==> config.mk <==
export PLATFORM = sky130hd
export DESIGN_NAME = source_text_tokenizer_core_flat
export DESIGN_NICKNAME = d
export VERILOG_FILES = /design/src/design/stt_pkg.sv /design/src/design/stt_if.sv /design/src/design/source_text_tokenizer_core.sv /design/src/flat_wrapper.sv
export SDC_FILE = /design/constraint.sdc
export NUM_CORES = 1
export LEC_CHECK = 0
export BUFFER_PORTS_ARGS = -buffer_cell sky130_fd_sc_hd__buf_2
export CAP_MARGIN = 20
export CORE_MARGIN = 2
export CORE_UTILIZATION = 58
export CTS_BUF_LIST = sky130_fd_sc_hd__clkbuf_4 sky130_fd_sc_hd__clkbuf_8
export CTS_CLUSTER_DIAMETER = 50
export DETAILED_ROUTE_END_ITERATION = 12
export PLACE_DENSITY = 0.79
export RECOVER_POWER = 100
export REMOVE_ABC_BUFFERS = 1
export SLEW_MARGIN = 20
export SYNTH_ARGS = -nofsm -noshare
export SYNTH_HDL_FRONTEND = slang
export SYNTH_SLANG_ARGS = --single-unit
==> constraint.sdc <==
create_clock -name clk -period 4.55 [get_ports clk]
set_clock_uncertainty 0.05 [all_clocks]
set_input_delay 0.2275 -clock clk [delete_from_list [all_inputs] [get_ports clk]]
set_output_delay 0.2275 -clock clk [all_outputs]
set_load 0.05 [all_outputs]
==> src/design/stt_pkg.sv <==
`timescale 1ns / 1ps

package stt_pkg;

  localparam int VALUE_W = 32;
  localparam int TEXT_W = 8;
  localparam int LINE_W = 24;
  localparam logic [TEXT_W-1:0] MAX_TEXT = 8'd255;
  localparam logic [LINE_W-1:0] LINE_MAX = 24'hFFFFFF;
  localparam int FIFO_DEPTH = 4;
  localparam int FIFO_AW = 2;

  localparam logic [7:0] CH_NUL = 8'h00;
  localparam logic [7:0] CH_TAB = 8'h09;
  localparam logic [7:0] CH_LF = 8'h0A;
  localparam logic [7:0] CH_CR = 8'h0D;
  localparam logic [7:0] CH_SPACE = 8'h20;
  localparam logic [7:0] CH_BANG = 8'h21;
  localparam logic [7:0] CH_DQUOTE = 8'h22;
  localparam logic [7:0] CH_PERCENT = 8'h25;
  localparam logic [7:0] CH_SQUOTE = 8'h27;
  localparam logic [7:0] CH_LPAREN = 8'h28;
  localparam logic [7:0] CH_RPAREN = 8'h29;
  localparam logic [7:0] CH_STAR = 8'h2A;
  localparam logic [7:0] CH_PLUS = 8'h2B;
  localparam logic [7:0] CH_COMMA = 8'h2C;
  localparam logic [7:0] CH_MINUS = 8'h2D;
  localparam logic [7:0] CH_SLASH = 8'h2F;
  localparam logic [7:0] CH_ZERO = 8'h30;
  localparam logic [7:0] CH_NINE = 8'h39;
  localparam logic [7:0] CH_LT = 8'h3C;
  localparam logic [7:0] CH_EQ = 8'h3D;
  localparam logic [7:0] CH_GT = 8'h3E;
  localparam logic [7:0] CH_UPPER_A = 8'h41;
  localparam logic [7:0] CH_UPPER_Z = 8'h5A;
  localparam logic [7:0] CH_BSLASH = 8'h5C;
  localparam logic [7:0] CH_UNDERSCORE = 8'h5F;
  localparam logic [7:0] CH_LOWER_A = 8'h61;
  localparam logic [7:0] CH_LOWER_N = 8'h6E;
  localparam logic [7:0] CH_LOWER_Z = 8'h7A;
  localparam logic [7:0] CH_LBRACE = 8'h7B;
  localparam logic [7:0] CH_RBRACE = 8'h7D;
  localparam logic [7:0] CH_TILDE = 8'h7E;

  typedef enum logic [3:0] {
    PH_IDLE, PH_COMMENT, PH_NUMBER, PH_IDENT, PH_STRING, PH_STR_ESC,
    PH_CHAR1, PH_CHAR2, PH_EQ, PH_BANG, PH_LT, PH_GT, PH_DONE, PH_ERROR
  } phase_t;

  typedef enum logic [4:0] {
    TK_EOF, TK_INT, TK_STR, TK_IDENT, TK_ASSIGN, TK_EQ, TK_NE, TK_LT, TK_GT,
    TK_LE, TK_GE, TK_PLUS, TK_MINUS, TK_STAR, TK_SLASH, TK_PERCENT,
    TK_LPAREN, TK_RPAREN, TK_LBRACE, TK_RBRACE, TK_COMMA
  } tok_t;

  typedef enum logic [1:0] {
    IK_TOKEN, IK_TEXT, IK_ERROR
  } ikind_t;

  typedef enum logic [2:0] {
    ER_NEWLINE_IN_STR, ER_UNTERM_STR, ER_BAD_CHAR, ER_STRAY_BANG, ER_UNEXPECTED
  } err_t;

  typedef struct packed {
    ikind_t kind;
    tok_t tok;
    logic [VALUE_W-1:0] value;
    logic [7:0] tbyte;
    logic [TEXT_W-1:0] tlen;
    err_t err;
  } item_t;

  typedef struct packed {
    item_t item;
    logic [LINE_W-1:0] line;
    logic last;
  } entry_t;

  function automatic item_t make_tok(tok_t tk, logic [VALUE_W-1:0] val,
                                     logic [TEXT_W-1:0] len);
    item_t it;
    it.kind = IK_TOKEN;
    it.tok = tk;
    it.value = val;
    it.tbyte = 8'd0;
    it.tlen = len;
    it.err = ER_NEWLINE_IN_STR;
    return it;
  endfunction

  function automatic item_t make_text(logic [7:0] b, logic [TEXT_W-1:0] len);
    item_t it;
    it.kind = IK_TEXT;
    it.tok = TK_EOF;
    it.value = '0;
    it.tbyte = b;
    it.tlen = len;
    it.err = ER_NEWLINE_IN_STR;
    return it;
  endfunction

  function automatic item_t make_err(err_t code);
    item_t it;
    it.kind = IK_ERROR;
    it.tok = TK_EOF;
    it.value = '0;
    it.tbyte = 8'd0;
    it.tlen = '0;
    it.err = code;
    return it;
  endfunction

  function automatic logic is_digit(logic [7:0] c);
    return (c >= CH_ZERO) && (c <= CH_NINE);
  endfunction

  function automatic logic is_alpha(logic [7:0] c);
    return ((c >= CH_LOWER_A) && (c <= CH_LOWER_Z)) ||
           ((c >= CH_UPPER_A) && (c <= CH_UPPER_Z)) || (c == CH_UNDERSCORE);
  endfunction

endpackage

==> src/design/stt_if.sv <==
`timescale 1ns / 1ps

interface stt_in_if;
  logic valid;
  logic ready;
  logic [7:0] source_byte;
  logic end_of_source;

  modport source (output valid, output source_byte, output end_of_source,
                  input ready);
  modport sink (input valid, input source_byte, input end_of_source,
                output ready);
endinterface

interface stt_out_if;
  logic valid;
  logic ready;
  logic [1:0] item_kind;
  logic [4:0] token_kind;
  logic [31:0] int_value;
  logic [7:0] text_byte;
  logic [7:0] text_length;
  logic [23:0] line_number;
  logic [2:0] error_code;
  logic last_of_run;

  modport source (output valid, output item_kind, output token_kind,
                  output int_value, output text_byte, output text_length,
                  output line_number, output error_code, output last_of_run,
                  input ready);
  modport sink (input valid, input item_kind, input token_kind,
                input int_value, input text_byte, input text_length,
                input line_number, input error_code, input last_of_run,
                output ready);
endinterface

==> src/design/source_text_tokenizer_core.sv <==
`timescale 1ns / 1ps
// Channel  | Direction | Payload
// in_ch    | sink      | source_byte, end_of_source
// out_ch   | source    | item_kind, token_kind, int_value, text_byte,
//          |           | text_length, line_number, error_code, last_of_run
//
// Each accepted request is scanned in the cycle it arrives and its zero, one or two
// results are written into a four-entry result queue; while input ready is high, one
// request per cycle is taken. The output is taken from the head of that queue, one
// result per cycle while output ready is high. Input ready falls when fewer than two
// queue entries are free, so a stalled output holds the input back without loss.
// Reset is synchronous and active low and returns the scanner to line one, between tokens.

module source_text_tokenizer_core (
  input  logic clk,
  input  logic rst_n,
  stt_in_if.sink in_ch,
  stt_out_if.source out_ch
);

  stt_pkg::phase_t ph_r, ph_nxt;
  logic [stt_pkg::VALUE_W-1:0] num_r, num_nxt;
  logic [stt_pkg::TEXT_W-1:0] tc_r, tc_nxt;
  logic [stt_pkg::LINE_W-1:0] line_r, line_nxt;
  logic [7:0] lit_r, lit_nxt;

  stt_pkg::entry_t fifo_r [stt_pkg::FIFO_DEPTH];
  logic [stt_pkg::FIFO_AW-1:0] wp_r, rp_r;
  logic [stt_pkg::FIFO_AW:0] cnt_r;

  logic acc, pop;
  logic [7:0] c;
  logic eof;
  logic [3:0] digit;
  logic pre_v, sub_v, sub_idle, sub_str;
  stt_pkg::item_t pre_item, sub_item;
  logic [stt_pkg::TEXT_W-1:0] tc_a;
  logic push0, push1;
  stt_pkg::entry_t ent0, ent1;
  logic [stt_pkg::FIFO_AW:0] n_push;

  assign acc = in_ch.valid && in_ch.ready;
  assign pop = out_ch.valid && out_ch.ready;
  assign c = in_ch.source_byte;
  assign eof = in_ch.end_of_source || (c == stt_pkg::CH_NUL);
  assign digit = 4'(c - stt_pkg::CH_ZERO);

  always_comb begin
    ph_nxt = ph_r;
    num_nxt = num_r;
    tc_nxt = tc_r;
    line_nxt = line_r;
    lit_nxt = lit_r;
    pre_v = 1'b0;
    pre_item = stt_pkg::make_err(stt_pkg::ER_NEWLINE_IN_STR);
    sub_v = 1'b0;
    sub_item = stt_pkg::make_err(stt_pkg::ER_NEWLINE_IN_STR);
    sub_idle = 1'b0;
    sub_str = 1'b0;
    tc_a = tc_r;

    unique case (ph_r)
      stt_pkg::PH_IDLE: begin
        sub_idle = 1'b1;
      end
      stt_pkg::PH_COMMENT: begin
        sub_idle = eof || (c == stt_pkg::CH_LF);
      end
      stt_pkg::PH_NUMBER: begin
        if (!eof && stt_pkg::is_digit(c)) begin
          num_nxt = {num_r[stt_pkg::VALUE_W-4:0], 3'b000}
                  + {num_r[stt_pkg::VALUE_W-2:0], 1'b0}
                  + stt_pkg::VALUE_W'(digit);
        end else begin
          pre_v = 1'b1;
          pre_item = stt_pkg::make_tok(stt_pkg::TK_INT, num_r, '0);
          sub_idle = 1'b1;
        end
      end
      stt_pkg::PH_IDENT: begin
        if (!eof && (stt_pkg::is_alpha(c) || stt_pkg::is_digit(c))) begin
          if (tc_r < stt_pkg::MAX_TEXT) begin
            tc_nxt = tc_r + 1'b1;
            pre_v = 1'b1;
            pre_item = stt_pkg::make_text(c, tc_r + 1'b1);
          end
        end else begin
          pre_v = 1'b1;
          pre_item = stt_pkg::make_tok(stt_pkg::TK_IDENT, '0, tc_r);
          sub_idle = 1'b1;
        end
      end
      stt_pkg::PH_STRING: begin
        sub_str = 1'b1;
      end
      stt_pkg::PH_STR_ESC: begin
        ph_nxt = stt_pkg::PH_STRING;
        if (!eof && (c == stt_pkg::CH_LOWER_N || c == stt_pkg::CH_DQUOTE ||
                     c == stt_pkg::CH_BSLASH)) begin
          if (tc_r < stt_pkg::MAX_TEXT) begin
            tc_nxt = tc_r + 1'b1;
            pre_v = 1'b1;
            pre_item = stt_pkg::make_text(
              (c == stt_pkg::CH_LOWER_N) ? stt_pkg::CH_LF : c, tc_r + 1'b1);
          end
        end else begin
          if (tc_r < stt_pkg::MAX_TEXT) begin
            tc_a = tc_r + 1'b1;
            tc_nxt = tc_r + 1'b1;
            pre_v = 1'b1;
            pre_item = stt_pkg::make_text(stt_pkg::CH_BSLASH, tc_r + 1'b1);
          end
          sub_str = 1'b1;
        end
      end
      stt_pkg::PH_CHAR1: begin
        if (eof) begin
          pre_v = 1'b1;
          pre_item = stt_pkg::make_err(stt_pkg::ER_BAD_CHAR);
          ph_nxt = stt_pkg::PH_ERROR;
        end else begin
          lit_nxt = c;
          ph_nxt = stt_pkg::PH_CHAR2;
        end
      end
      stt_pkg::PH_CHAR2: begin
        pre_v = 1'b1;
        if (!eof && c == stt_pkg::CH_SQUOTE) begin
          pre_item = stt_pkg::make_tok(stt_pkg::TK_INT,
                                       stt_pkg::VALUE_W'(lit_r), '0);
          ph_nxt = stt_pkg::PH_IDLE;
        end else begin
          pre_item = stt_pkg::make_err(stt_pkg::ER_BAD_CHAR);
          ph_nxt = stt_pkg::PH_ERROR;
        end
      end
      stt_pkg::PH_EQ, stt_pkg::PH_LT, stt_pkg::PH_GT: begin
        pre_v = 1'b1;
        if (!eof && c == stt_pkg::CH_EQ) begin
          pre_item = stt_pkg::make_tok(
            (ph_r == stt_pkg::PH_EQ) ? stt_pkg::TK_EQ :
            (ph_r == stt_pkg::PH_LT) ? stt_pkg::TK_LE : stt_pkg::TK_GE, '0, '0);
          ph_nxt = stt_pkg::PH_IDLE;
        end else begin
          pre_item = stt_pkg::make_tok(
            (ph_r == stt_pkg::PH_EQ) ? stt_pkg::TK_ASSIGN :
            (ph_r == stt_pkg::PH_LT) ? stt_pkg::TK_LT : stt_pkg::TK_GT, '0, '0);
          sub_idle = 1'b1;
        end
      end
      stt_pkg::PH_BANG: begin
        pre_v = 1'b1;
        if (!eof && c == stt_pkg::CH_EQ) begin
          pre_item = stt_pkg::make_tok(stt_pkg::TK_NE, '0, '0);
          ph_nxt = stt_pkg::PH_IDLE;
        end else begin
          pre_item = stt_pkg::make_err(stt_pkg::ER_STRAY_BANG);
          ph_nxt = stt_pkg::PH_ERROR;
        end
      end
      default: begin
      end
    endcase

    if (sub_idle) begin
      ph_nxt = stt_pkg::PH_IDLE;
      if (eof) begin
        sub_v = 1'b1;
        sub_item = stt_pkg::make_tok(stt_pkg::TK_EOF, '0, '0);
        ph_nxt = stt_pkg::PH_DONE;
      end else if (c == stt_pkg::CH_SPACE || c == stt_pkg::CH_TAB ||
                   c == stt_pkg::CH_CR) begin
        ph_nxt = stt_pkg::PH_IDLE;
      end else if (c == stt_pkg::CH_LF) begin
        if (line_r < stt_pkg::LINE_MAX) begin
          line_nxt = line_r + 1'b1;
        end
      end else if (c == stt_pkg::CH_TILDE) begin
        ph_nxt = stt_pkg::PH_COMMENT;
      end else if (stt_pkg::is_digit(c)) begin
        num_nxt = stt_pkg::VALUE_W'(digit);
        ph_nxt = stt_pkg::PH_NUMBER;
      end else if (stt_pkg::is_alpha(c)) begin
        tc_nxt = stt_pkg::TEXT_W'(1);
        sub_v = 1'b1;
        sub_item = stt_pkg::make_text(c, stt_pkg::TEXT_W'(1));
        ph_nxt = stt_pkg::PH_IDENT;
      end else begin
        priority case (c)
          stt_pkg::CH_DQUOTE: begin
            tc_nxt = '0;
            ph_nxt = stt_pkg::PH_STRING;
          end
          stt_pkg::CH_SQUOTE: ph_nxt = stt_pkg::PH_CHAR1;
          stt_pkg::CH_EQ: ph_nxt = stt_pkg::PH_EQ;
          stt_pkg::CH_BANG: ph_nxt = stt_pkg::PH_BANG;
          stt_pkg::CH_LT: ph_nxt = stt_pkg::PH_LT;
          stt_pkg::CH_GT: ph_nxt = stt_pkg::PH_GT;
          stt_pkg::CH_PLUS: begin
            sub_v = 1'b1;
            sub_item = stt_pkg::make_tok(stt_pkg::TK_PLUS, '0, '0);
          end
          stt_pkg::CH_MINUS: begin
            sub_v = 1'b1;
            sub_item = stt_pkg::make_tok(stt_pkg::TK_MINUS, '0, '0);
          end
          stt_pkg::CH_STAR: begin
            sub_v = 1'b1;
            sub_item = stt_pkg::make_tok(stt_pkg::TK_STAR, '0, '0);
          end
          stt_pkg::CH_SLASH: begin
            sub_v = 1'b1;
            sub_item = stt_pkg::make_tok(stt_pkg::TK_SLASH, '0, '0);
          end
          stt_pkg::CH_PERCENT: begin
            sub_v = 1'b1;
            sub_item = stt_pkg::make_tok(stt_pkg::TK_PERCENT, '0, '0);
          end
          stt_pkg::CH_LPAREN: begin
            sub_v = 1'b1;
            sub_item = stt_pkg::make_tok(stt_pkg::TK_LPAREN, '0, '0);
          end
          stt_pkg::CH_RPAREN: begin
            sub_v = 1'b1;
            sub_item = stt_pkg::make_tok(stt_pkg::TK_RPAREN, '0, '0);
          end
          stt_pkg::CH_LBRACE: begin
            sub_v = 1'b1;
            sub_item = stt_pkg::make_tok(stt_pkg::TK_LBRACE, '0, '0);
          end
          stt_pkg::CH_RBRACE: begin
            sub_v = 1'b1;
            sub_item = stt_pkg::make_tok(stt_pkg::TK_RBRACE, '0, '0);
          end
          stt_pkg::CH_COMMA: begin
            sub_v = 1'b1;
            sub_item = stt_pkg::make_tok(stt_pkg::TK_COMMA, '0, '0);
          end
          default: begin
            sub_v = 1'b1;
            sub_item = stt_pkg::make_err(stt_pkg::ER_UNEXPECTED);
            ph_nxt = stt_pkg::PH_ERROR;
          end
        endcase
      end
    end

    if (sub_str) begin
      ph_nxt = stt_pkg::PH_STRING;
      if (eof) begin
        sub_v = 1'b1;
        sub_item = stt_pkg::make_err(stt_pkg::ER_UNTERM_STR);
        ph_nxt = stt_pkg::PH_ERROR;
      end else if (c == stt_pkg::CH_DQUOTE) begin
        sub_v = 1'b1;
        sub_item = stt_pkg::make_tok(stt_pkg::TK_STR, '0, tc_a);
        ph_nxt = stt_pkg::PH_IDLE;
      end else if (c == stt_pkg::CH_LF) begin
        sub_v = 1'b1;
        sub_item = stt_pkg::make_err(stt_pkg::ER_NEWLINE_IN_STR);
        ph_nxt = stt_pkg::PH_ERROR;
      end else if (c == stt_pkg::CH_BSLASH) begin
        ph_nxt = stt_pkg::PH_STR_ESC;
      end else if (tc_a < stt_pkg::MAX_TEXT) begin
        tc_nxt = tc_a + 1'b1;
        sub_v = 1'b1;
        sub_item = stt_pkg::make_text(c, tc_a + 1'b1);
      end
    end
  end

  // Every result of one request carries the line count from before that request.
  always_comb begin
    push0 = acc && (pre_v || sub_v);
    push1 = acc && pre_v && sub_v;
    ent0.item = pre_v ? pre_item : sub_item;
    ent0.line = line_r;
    ent0.last = !(pre_v && sub_v);
    ent1.item = sub_item;
    ent1.line = line_r;
    ent1.last = 1'b1;
    n_push = (stt_pkg::FIFO_AW + 1)'(push0) + (stt_pkg::FIFO_AW + 1)'(push1);
  end

  always_ff @(posedge clk) begin
    if (!rst_n) begin
      ph_r <= stt_pkg::PH_IDLE;
      num_r <= '0;
      tc_r <= '0;
      line_r <= stt_pkg::LINE_W'(1);
      lit_r <= '0;
      wp_r <= '0;
      rp_r <= '0;
      cnt_r <= '0;
    end else begin
      if (acc) begin
        ph_r <= ph_nxt;
        num_r <= num_nxt;
        tc_r <= tc_nxt;
        line_r <= line_nxt;
        lit_r <= lit_nxt;
      end
      wp_r <= wp_r + n_push[stt_pkg::FIFO_AW-1:0];
      rp_r <= rp_r + stt_pkg::FIFO_AW'(pop);
      cnt_r <= cnt_r + n_push - (stt_pkg::FIFO_AW + 1)'(pop);
    end
  end

  always_ff @(posedge clk) begin
    if (push0) begin
      fifo_r[wp_r] <= ent0;
    end
    if (push1) begin
      fifo_r[wp_r + 1'b1] <= ent1;
    end
  end

  assign in_ch.ready = (cnt_r <= (stt_pkg::FIFO_AW + 1)'(stt_pkg::FIFO_DEPTH - 2));
  assign out_ch.valid = (cnt_r != '0);
  assign out_ch.item_kind = fifo_r[rp_r].item.kind;
  assign out_ch.token_kind = fifo_r[rp_r].item.tok;
  assign out_ch.int_value = fifo_r[rp_r].item.value;
  assign out_ch.text_byte = fifo_r[rp_r].item.tbyte;
  assign out_ch.text_length = fifo_r[rp_r].item.tlen;
  assign out_ch.line_number = fifo_r[rp_r].line;
  assign out_ch.error_code = fifo_r[rp_r].item.err;
  assign out_ch.last_of_run = fifo_r[rp_r].last;

  a_cnt_bound: assert property (@(posedge clk) disable iff (!rst_n)
    cnt_r <= (stt_pkg::FIFO_AW + 1)'(stt_pkg::FIFO_DEPTH))
    else $error("result queue overfilled");

  a_quiet_after_end: assert property (@(posedge clk) disable iff (!rst_n)
    (acc && (ph_r == stt_pkg::PH_DONE || ph_r == stt_pkg::PH_ERROR)) |-> !push0)
    else $error("result produced after end of source or error");

  a_error_sticks: assert property (@(posedge clk) disable iff (!rst_n)
    (push0 && ent0.item.kind == stt_pkg::IK_ERROR) |=> ph_r == stt_pkg::PH_ERROR)
    else $error("error result did not enter the error phase");

  a_line_nonzero: assert property (@(posedge clk) disable iff (!rst_n)
    line_r != '0)
    else $error("line count reached zero");

  a_pair_order: assert property (@(posedge clk) disable iff (!rst_n)
    push1 |-> (!ent0.last && ent0.item.kind != stt_pkg::IK_ERROR))
    else $error("first of two results marked last or an error");

endmodule
==> src/flat_wrapper.sv <==
// flat-port wrapper written by rule: the top's interface ports become plain ports
module source_text_tokenizer_core_flat 
  (clk, rst_n, in_ch_valid, in_ch_source_byte, in_ch_end_of_source, in_ch_ready, out_ch_valid, out_ch_item_kind, out_ch_token_kind, out_ch_int_value, out_ch_text_byte, out_ch_text_length, out_ch_line_number, out_ch_error_code, out_ch_last_of_run, out_ch_ready);
  stt_in_if in_ch_i ();
  stt_out_if out_ch_i ();
  input  logic clk;
  input  logic rst_n;
  input wire logic [$bits(in_ch_i.valid)-1:0] in_ch_valid;
  input wire logic [$bits(in_ch_i.source_byte)-1:0] in_ch_source_byte;
  input wire logic [$bits(in_ch_i.end_of_source)-1:0] in_ch_end_of_source;
  output wire logic [$bits(in_ch_i.ready)-1:0] in_ch_ready;
  output wire logic [$bits(out_ch_i.valid)-1:0] out_ch_valid;
  output wire logic [$bits(out_ch_i.item_kind)-1:0] out_ch_item_kind;
  output wire logic [$bits(out_ch_i.token_kind)-1:0] out_ch_token_kind;
  output wire logic [$bits(out_ch_i.int_value)-1:0] out_ch_int_value;
  output wire logic [$bits(out_ch_i.text_byte)-1:0] out_ch_text_byte;
  output wire logic [$bits(out_ch_i.text_length)-1:0] out_ch_text_length;
  output wire logic [$bits(out_ch_i.line_number)-1:0] out_ch_line_number;
  output wire logic [$bits(out_ch_i.error_code)-1:0] out_ch_error_code;
  output wire logic [$bits(out_ch_i.last_of_run)-1:0] out_ch_last_of_run;
  input wire logic [$bits(out_ch_i.ready)-1:0] out_ch_ready;
  assign in_ch_i.valid = in_ch_valid;
  assign in_ch_i.source_byte = in_ch_source_byte;
  assign in_ch_i.end_of_source = in_ch_end_of_source;
  assign in_ch_ready = in_ch_i.ready;
  assign out_ch_valid = out_ch_i.valid;
  assign out_ch_item_kind = out_ch_i.item_kind;
  assign out_ch_token_kind = out_ch_i.token_kind;
  assign out_ch_int_value = out_ch_i.int_value;
  assign out_ch_text_byte = out_ch_i.text_byte;
  assign out_ch_text_length = out_ch_i.text_length;
  assign out_ch_line_number = out_ch_i.line_number;
  assign out_ch_error_code = out_ch_i.error_code;
  assign out_ch_last_of_run = out_ch_i.last_of_run;
  assign out_ch_i.ready = out_ch_ready;
  source_text_tokenizer_core u_core (.clk(clk), .rst_n(rst_n), .in_ch(in_ch_i), .out_ch(out_ch_i));
endmodule
======== Word-level counts from Yosys, hierarchy flattened ========
Memories as Yosys holds them, arrays and structs flattened. A register that Yosys moved wholly into a read port is not among the register bits.
Index checks and enable logic that the tools add are counted.
storage, ports and cells
  output and inout bits ................... 85
  RAM bits ................................ 332
  flip-flop bits (word level) ............. 83
  input port bits ......................... 13
  memories kept ........................... 1
cells by class
  magnitude comparators ................... 10
  reductions and logical operators ........ 37
  $add $sub $neg .......................... 12
  mux-type cells .......................... 105
  bitwise operators ....................... 2
  equality and inequality tests ........... 36
memories
  name           depth  width  read ports  clocked after memory_dff  wr ports  RTL line                          RTL
  u_core.fifo_r  4      83     1           1                         2         source_text_tokenizer_core.sv:27  stt_pkg::entry_t fifo_r [stt_pkg::FIFO_DEPTH];
operators with widths
  operator               number
  $mux 58                22
  $pmux 58 s11           1
  $pmux 58 s7            1
  $mux 32                8
  $mux 8                 19
  $eq 8x6->1 const B     15
  $mux 4                 16
  $mux 56                1
  $eq 8x7->1 const B     6
  $add 32x32->32         1
  $add 32x4->32          1
  $pmux 4 s7             1
  $mux 1                 26
  $add 24x1->24 const B  1
  $eq 8x4->1 const B     3
  $lt 24x24->1 const B   1
  $pmux 4 s5             1
  $add 8x1->8 const B    2
  $eq 4x3->1 const B     4
  $eq 4x4->1 const B     4
  $ge 8x7->1 const B     2
  $le 8x7->1 const B     2
  $lt 8x8->1 const B     2
  $pmux 8 s2             1
  31 further kinds       61

======== Longest topological paths before layout ========
Gate-level depths: netlist of the first run.
  depth after elaboration ................. 22
  gate-level depth with buffers ........... 23
  mapped depth without buffers ............ 21

======== Least setup slack after synthesis of the first run ========
Ideal clock, no wire load.
  kind .................................... register -> register
  start point ............................. register u_core.tc_r[1] (netlist name)
  end point ............................... register u_core.cnt_r[2] (netlist name)
  arrival ................................. 4740 ps
  cell stages (with the launch flop) ...... 24
  required time ........................... 4385 ps
  path slack .............................. -355 ps
  path through ............................ dfxtp_1 > ha_1 > nand3_1 > nor2_1 > inv_1 > ha_1 > nand2_1 > o22ai_1 > inv_1 > ha_1 > inv_1 > or3_1 > buf_2 > o211ai_4 > buf_4 > a21oi_1 > ha_1 > inv_1 > ha_1 > inv_1 > fa_1 > xnor2_1 > xnor2_1 > and2_1
on the way
  longest elaborated chain between the ends .. 16
  elaborated cells between the ends (all ways) .. 22
  classes of those cells .................. add/sub (4); order compare (2); mux (12); reduce/logical (4)
ends and longest elaborated chain
  what                                       RTL line                           RTL
  from (decl)                                source_text_tokenizer_core.sv:23   logic [stt_pkg::TEXT_W-1:0] tc_r, tc_nxt;
  from (signal assigned)                     source_text_tokenizer_core.sv:299  tc_r <= tc_nxt;
  $add 8x1->8 or $lt 8x8->1 (tied branches)  --
  $mux 8                                     source_text_tokenizer_core.sv:107  if (tc_r < stt_pkg::MAX_TEXT) begin
  $mux 8                                     source_text_tokenizer_core.sv:98   if (!eof && (c == stt_pkg::CH_LOWER_N || c == stt_pkg::CH_DQUOTE ||
  $mux 8                                     source_text_tokenizer_core.sv:62   unique case (ph_r)
  $lt 8x8->1                                 source_text_tokenizer_core.sv:264  end else if (tc_a < stt_pkg::MAX_TEXT) begin
  $mux 1                                     source_text_tokenizer_core.sv:264
  $mux 1                                     source_text_tokenizer_core.sv:262  end else if (c == stt_pkg::CH_BSLASH) begin
  $mux 1                                     source_text_tokenizer_core.sv:258  end else if (c == stt_pkg::CH_LF) begin
  $mux 1                                     source_text_tokenizer_core.sv:254  end else if (c == stt_pkg::CH_DQUOTE) begin
  $mux 1                                     source_text_tokenizer_core.sv:250  if (eof) begin
  $mux 1                                     source_text_tokenizer_core.sv:248  if (sub_str) begin
  $logic_or 1x1->1                           source_text_tokenizer_core.sv:274  push0 = acc && (pre_v || sub_v);
  $logic_and 1x1->1                          source_text_tokenizer_core.sv:274
  $add 1x1->2 (*)                            source_text_tokenizer_core.sv:282  n_push = (stt_pkg::FIFO_AW + 1)'(push0) + (stt_pkg::FIFO_AW + 1)'(push1);
  $add 3x3->3 (*)                            source_text_tokenizer_core.sv:305  cnt_r <= cnt_r + n_push - (stt_pkg::FIFO_AW + 1)'(pop);
  $sub 3x1->3 (*)                            source_text_tokenizer_core.sv:305
  to (signal assigned)                       source_text_tokenizer_core.sv:305
  to (decl)                                  source_text_tokenizer_core.sv:29   logic [stt_pkg::FIFO_AW:0] cnt_r;
Mark *: on every way between the ends. The rest lies on a longest branch, timed or not.
A chain may end at the register's enable or synchronous reset.

==> results.py, run 1 <==
metrics = {
    "logic_synthesis": {
        "yosysUniqueCellTypes": 92,
        "yosys.area_share.simple_pct": 15.7,
        "synth_edf_count": 196,
        "synth_ff_type": "dfxtp_1",
        "synth_compound_area_share_pct": 18.3,
        "synth.ff_latch_count": 415,
        "synth_top_family_by_area": "compound AO/OA/AOI/OAI gates",
        "synth_top_area_share_pct": 26.9,
        "synth_area_leaders": "edfxtp_1 (27%), dfxtp_1 (20%), mux4_2 (8.5%), ha_1 (3.9%), and2_1 (3.6%)",
        "ys_seq_area_share_pct": 46.9,
        "avgSynthCellArea_um2": 10.7,
        "synth_fa_ha_area_share_pct": 4.16,
        "yosysWarnings": 0,
        "synthCells": 2047,
        "yosys.area_share.xor_xnor_pct": 2.24,
        "yosys.area.top_type": "edfxtp_1",
        "syn_area_um2": 21900,
        "synth_mux_area_share_pct": 9.34,
        "synthArstFlopShare_pct": 0,
    },
    "global_routing": {
        "antenna_found_initial": 2,
        "grt_first_pass_wirelength_um": 95300,
        "grt_overflow": 0,
        "grt_pass1_vias": 17300,
        "grtUsageTotal_pct": 31.4,
        "grt_max_degree": 73,
    },
    "detailed_routing": {
        "drt_wl_total_um": 61200,
        "drt_iter0_markers": 1928,
        "viasPerCell": 6.50,
        "firstDrtPassIters": 6,
        "antenna_left": 0,
        "drcViolationCount": 0,
        "wl_per_cell_um": 22.3,
        "via_count": 17900,
    },
    "clock_tree": {
        "ctsResizeCount": 0,
        "numClockSinks": 415,
        "cts_tree": "done",
        "post_cts_buffers": 0,
        "cts.htree.levels": 3,
        "clk_pin_slew_ps": 60,
        "max-clock-path-buffers": 3,
        "cts_buffers": 71,
        "cts_root_buffer": "clkbuf_8",
        "clkLatencyLatePin_ps": 650,
        "cts_hold_buf": 0,
    },
    "setup_path": {
        "critPathLaunchType": "flip-flop",
        "slowest_delay_ps": 430,
        "cp_common_cell": "inv_1",
        "path_class": "flip-flop to flip-flop",
        "worstPathRequired_ps": 4880,
        "critPathMaxFanout": 8,
        "slowest_stage": "or3_1",
        "endpoint_kind": "flip-flop",
        "arrival_ps": 4610,
        "cpLargestDelayFamily": "simple AND/OR/NAND/NOR gates",
        "worstPathCellList": "and2_1 -> nand3_1 -> nor2_1 -> inv_1 -> ha_1 -> nand2_1 -> o22ai_1 -> inv_1 -> ha_1 -> inv_1 -> or3_1 -> buf_4 -> o21ai_0 -> clkbuf_1 -> a2bb2oi_1 -> clkbuf_2 -> a21o_1 -> o22ai_1",
        "cp.buffers_inverters": 6,
    },
    "placed_design": {
        "routabilityCongestion": 0.965,
        "dp_hpwl_um": 41100,
        "post_dp_cell_area_um2": 23400,
        "portBuffers": 97,
    },
    "layout": {
        "final_area_um2": 24700,
        "multiInputGateArea_um2": 10900,
        "syn_to_final_growth_pct": 12.7,
        "seq_area_um2": 10300,
        "drive_gt1_share_pct": 17.2,
        "fillers": 2928,
        "antennaDiodeCount": 0,
        "nets": 2266,
    },
    "sta": {
        "hold_viol": 0,
        "whs_ps": 68.2,
        "period_share_pct": 94.0,
        "min_period_ps": 4280,
        "fmax_ghz": 0.234,
        "slew_viol_final": 74,
        "max_slew.worst_pin.slew_ps": 1930,
        "setup_tns_ps": 0,
        "setup_viol": 0,
        "rsz0062_at_grt": "no",
        "slew_headroom_pct": -28.4,
    },
    "floorplanning": {
        "ios": 98,
        "die_area_um2": 39300,
        "die_h_um": 198,
        "core_um2": 37400,
        "floorplan.initialDensity_pct": 58.6,
        "row_count": 71,
        "die_x_um": 198,
    },
    "job": {
        "cap_violations": 2,
    },
    "pwr": {
        "p_leak_nw": 8.72,
        "switching_share_pct": 41.5,
        "seq_power_share_pct": 35.6,
        "clockPowerShare_pct": 25.5,
        "p_int_mw": 8.16,
        "p_per_area_nw_per_um2": 565,
        "switchingPower_mw": 5.80,
        "pwr-share-comb_pct": 38.9,
        "ir_drop_mv": 0.623,
    },
    "hold_path": {
        "hold_path.class": "input port to flip-flop",
    },
    "run_status": {
        "violations": "capacitance limit, slew limit",
        "outcome": "complete, but fails checks",
    },
}
cell families after synthesis:
group           count (synthesis)
flops                         415
compound gates                552
mux                           100
simple gates                  671
fa+ha+maj                      71
buf+inv                       182
xor+xnor                       56
flip-flops by register name (all words and copies together), names as in the netlist:
register       flops
u_core.ph_r        4
u_core.line_r     24
u_core.rp_r        2
u_core.cnt_r       3
u_core.fifo_r    332
u_core.num_r      32
u_core.tc_r        8
u_core.lit_r       8
u_core.wp_r        2
stage by stage:
step	total power, mW	setup WS, ps	utilization (%)	instances
floorplan	8.69	-3260	-	1896
global placement	10.5	204	62.7	2620
detailed placement	10.6	162	62.7	2620
CTS	14.2	435	66.8	2751
global route	14.5	45.7	66.0	2751
finish	14.0	274	66.0	2751
worst reg2reg max path, delay by kind of cell, from the launching register on:
| kind | cells | cell delay [ps] |
|---|---|---|
| AND/OR/NAND/NOR | 5 | 1080 |
| flip-flops | 1 | 330 |
| adder cells (fa/ha/maj) | 2 | 510 |
| buffers and inverters | 6 | 1050 |
| AO/OA/AOI/OAI | 5 | 980 |
power by group through the flow:
| stage | Clock [mW] | Combinational, mW | Sequential (mW) |
|---|---|---|---|
| 3_3_place_gp | 0 | 5.52 | 5.00 |
| 2_1_floorplan | 0 | 3.67 | 5.03 |
| 4_1_cts | 3.60 | 5.59 | 4.97 |
| 3_5_place_dp | 0 | 5.57 | 5.04 |
| 5_1_grt | 3.76 | 5.71 | 5.03 |
| 6_report | 3.56 | 5.44 | 4.97 |
path summary, 6_finish.rpt:
kind | slack, ps | startpoint | cells after the start | end
max | 270 | u_core.tc_r[5] | 18 | u_core.fifo_r[0][29]
min | 70 | in_ch_source_byte[6] | 4 | u_core.lit_r[6]
max reg2reg | 270 | u_core.tc_r[5] | 18 | u_core.fifo_r[0][29]
min reg2reg | 400 | u_core.fifo_r[2][74] | 2 | u_core.fifo_r[2][74]
Yosys cell counts, drive strengths merged (7+ instances only):
| cell type | number |
|---|---|
| nor2b | 33 |
| nand3 | 102 |
| o21a | 9 |
| nand4 | 12 |
| xor2 | 18 |
| o22ai | 69 |
| o211ai | 15 |
| or3 | 12 |
| nand3b | 7 |
| a21o | 20 |
| and3 | 12 |
| a211oi | 28 |
| clkbuf | 94 |
| nand2 | 165 |
| a32o | 50 |
| o21ai | 62 |
| nor3 | 27 |
| a2111oi | 7 |
| a21oi | 120 |
| nor4 | 11 |
| and2 | 126 |
| or2 | 8 |
| dfxtp | 219 |
| edfxtp | 196 |
| ha | 68 |
| inv | 30 |
| nand2b | 21 |
| a22oi | 30 |
| mux4 | 83 |
| o31ai | 9 |
| a31oi | 22 |
| nor2 | 113 |
| a21boi | 18 |
| mux2i | 12 |
| o2bb2ai | 21 |
| buf | 57 |
| xnor2 | 38 |
cells in the final DEF (no fill, tap or decap), types with 29 or more instances in the layout:
cell type / n
dfxtp_1: 217
edfxtp_1: 196
nand2_1: 164
a21oi_1: 120
nor2_1: 108
nand3_1: 102
clkbuf_1: 90
buf_4: 87
clkbuf_8: 84
mux4_2: 83
and2_1: 82
o22ai_1: 69
ha_1: 68
o21ai_0: 59
a32o_1: 50
and2_0: 44
xnor2_1: 38
nor2b_1: 33
a22oi_1: 30
clkbuf_4: 30
inv_1: 29
layer usage:
metal	GRT usage [%]	share of wire, %	vias up
li1	-	-	8104
met1	41.9	41	8684
met2	50.4	47	923
met3	6.57	9.3	168
met4	12.1	3.2	2
met5	0	0.021	-
cell type report:
| class | count | share of cell area (%) |
|---|---|---|
| clock buffers | 111 | 5.50 |
| clock inverters | 20 | 0.710 |
| inverters | 31 | 0.471 |
| multi-input cells | 1450 | 44.2 |
| flip-flops and latches | 415 | 41.6 |
| well taps | 511 | 2.59 |
| repair buffers | 213 | 4.89 |
(Power assumes the default switching activity.)
==> run 2, diff against run 1 <==
--- a/config.mk
+++ b/config.mk
@@ -12,6 +12,7 @@
 export CTS_BUF_LIST = sky130_fd_sc_hd__clkbuf_4 sky130_fd_sc_hd__clkbuf_8
 export CTS_CLUSTER_DIAMETER = 50
 export DETAILED_ROUTE_END_ITERATION = 12
+export GPL_TIMING_DRIVEN = 0
 export PLACE_DENSITY = 0.79
 export RECOVER_POWER = 100
 export REMOVE_ABC_BUFFERS = 1
==> run 2 against run 1 <==
The flow still finishes with violations (capacitance limit, slew limit). Clock-buffer cell count shrank 8. Clock power shrank 3%. Final area grew 1.6%. Wire length grew 0.99%. Via count grew 0.18%. Critical path depth is the same. Flip-flop and latch count is the same. Highest routed layer is now met4.
==> results.py, run 2 (same netlist as run 1, synthesis figures left out) <==
metrics = {
    "setup_path": {
        "arrival_ps": 4900,
        "slowest_stage": "or4b_1",
        "path_class": "input port to flip-flop",
        "slowest_delay_ps": 680,
        "rr_startpoint": "u_core.tc_r[0]",
        "endpoint_kind": "flip-flop",
        "worstPathRequired_ps": 5000,
        "worstRegToRegCells": 20,
        "cp_common_cell": "xnor2_1",
        "worstPathCellList": "buf_2 -> or4b_1 -> o221a_1 -> nor3_4 -> o31ai_2 -> nand2_1 -> ha_4 -> inv_1 -> or3_4 -> o211ai_4 -> buf_12 -> a21oi_1 -> ha_2 -> ha_1 -> fa_1 -> xnor2_1 -> xnor2_1 -> and2_1",
        "critPathLaunchType": "input port",
        "r2r_slack_ps": 120,
        "r2r-end": "u_core.cnt_r[2]",
        "critPathMaxFanout": 16,
    },
    "sta": {
        "setup_tns_ps": 0,
        "hold_viol": 0,
        "rsz0062_at_grt": "yes",
        "fin_ws_ps": 97.2,
        "period_share_pct": 97.9,
        "setup_viol": 0,
        "slew_viol_final": 23,
        "max_slew.worst_pin.slew_ps": 1700,
        "fmax_ghz": 0.225,
        "min_period_ps": 4450,
        "slew_headroom_pct": -13.3,
        "whs_ps": 25.2,
    },
    "layout": {
        "most-common-layout-cells": "dfxtp_1 (209), edfxtp_1 (196), nand2_1 (162), and2_1 (122), a21oi_1 (119)",
        "seq_area_um2": 10300,
        "finalNonFillerCells": 2704,
        "syn_to_final_growth_pct": 14.4,
        "nets": 2222,
        "largest_reg_flops": 332,
        "drive_gt1_share_pct": 19.6,
        "reg_top3": "u_core.fifo_r x332, u_core.num_r x32, u_core.line_r x24",
        "final_area_um2": 25100,
        "fillers": 2769,
        "final_common_cell": "dfxtp_1",
        "multiInputGateArea_um2": 11300,
        "regMostFlops": "u_core.fifo_r",
        "fin_util_pct": 67.0,
    },
    "floorplanning": {
        "die_x_um": 198,
        "ios": 98,
        "core_um2": 37400,
        "row_count": 71,
        "die_h_um": 198,
        "floorplan.initialDensity_pct": 58.6,
        "die_area_um2": 39300,
    },
    "placed_design": {
        "post_dp_cell_area_um2": 23200,
        "portBuffers": 97,
        "dp.cells": 2547,
        "dpl_worst_slack_ps": -1800,
        "routabilityCongestion": 0.974,
        "dp_hpwl_um": 40200,
    },
    "clock_tree": {
        "clk_pin_slew_ps": 60,
        "clkLatencyLatePin_ps": 640,
        "numClockSinks": 415,
        "cts.htree.levels": 3,
        "cts_hold_buf": 0,
        "cts_buffers": 69,
        "cts_tree": "done",
        "max-clock-path-buffers": 3,
        "cts_root_buffer": "clkbuf_8",
    },
    "detailed_routing": {
        "via_count": 17900,
        "wl_per_cell_um": 22.9,
        "drt_wl_total_um": 61900,
        "firstDrtPassIters": 6,
        "antenna_left": 0,
        "drt_iter0_markers": 1945,
        "viasPerCell": 6.62,
        "drcViolationCount": 0,
    },
    "pwr": {
        "p_leak_nw": 8.80,
        "power.total_mw": 14.3,
        "p_per_area_nw_per_um2": 570,
        "ir_drop_mv": 0.412,
    },
    "global_routing": {
        "antenna_found_initial": 0,
        "grt_first_pass_wirelength_um": 95900,
        "grt_pass1_vias": 17400,
        "grt_overflow": 0,
        "grt_max_degree": 56,
        "grtUsageTotal_pct": 31.5,
    },
    "run_status": {
        "violations": "capacitance limit, slew limit",
        "outcome": "complete, but fails checks",
    },
    "hold_path": {
        "min_from": "rst_n",
        "hold_path.class": "input port to flip-flop",
        "min_delay_path_depth": 2,
        "holdPathEnd": "u_core.num_r[19]",
    },
    "job": {
        "cap_violations": 1,
    },
}
==> run 2: worst max path at each step <==
stage / startpoint / end / cells past startpoint
floorplan: u_core.tc_r[0] / u_core.fifo_r[0][33] / 15
CTS: in_ch_source_byte[1] / u_core.cnt_r[2] / 16
finish: in_ch_source_byte[5] / u_core.cnt_r[2] / 18
global placement: u_core.tc_r[0] / u_core.fifo_r[0][33] / 15
global route: u_core.ph_r[0] / u_core.cnt_r[2] / 16
detailed placement: u_core.tc_r[0] / u_core.cnt_r[2] / 19
==> run 2: worst max-delay path: cells and delay by family <==
kind / cells / cell delay (ps)
xor gates and xnor gates: 2 / 260
buffers and inverters: 3 / 540
adders and majority gates: 4 / 1110
and+or+nand+nor: 5 / 1790
AOI/OAI and AO/OA: 4 / 960
==> run 2: repair_timing <==
item                                    in CTS  in global routing
resized for setup                           37                 21
setup buffers                               14                 13
endpoints found under the setup margin     541                155
cloned                                       1                  0
pin swaps                                    8                  8
==> run 2: report_power, final <==
group          leakage, nW  total, mW  internal, mW  switching, mW
Sequential            3.63       5.00          4.63          0.372
Clock                0.772       3.47          1.90           1.56
Combinational         4.40       5.83          1.76           4.06
==> run 2: cell type report <==
class | instances | share of cell area [%]
timing repair buffer | 170 | 5.20
sequential | 415 | 41.1
clock buffer | 103 | 4.98
antenna | 1 | 0.00998
multi-input combinational | 1451 | 44.9
inverter | 31 | 0.484
clock inverter | 22 | 0.833
tap | 511 | 2.55
==> run 2: per-layer routing <==
| layer | up-vias | wire [um] | GRT usage [%] |
|---|---|---|---|
| met5 | - | 0 | 0 |
| met3 | 218 | 5920 | 7.26 |
| met4 | 0 | 2770 | 14.5 |
| met2 | 981 | 29100 | 51.7 |
| met1 | 8689 | 24000 | 39.7 |
| li1 | 8025 | - | - |
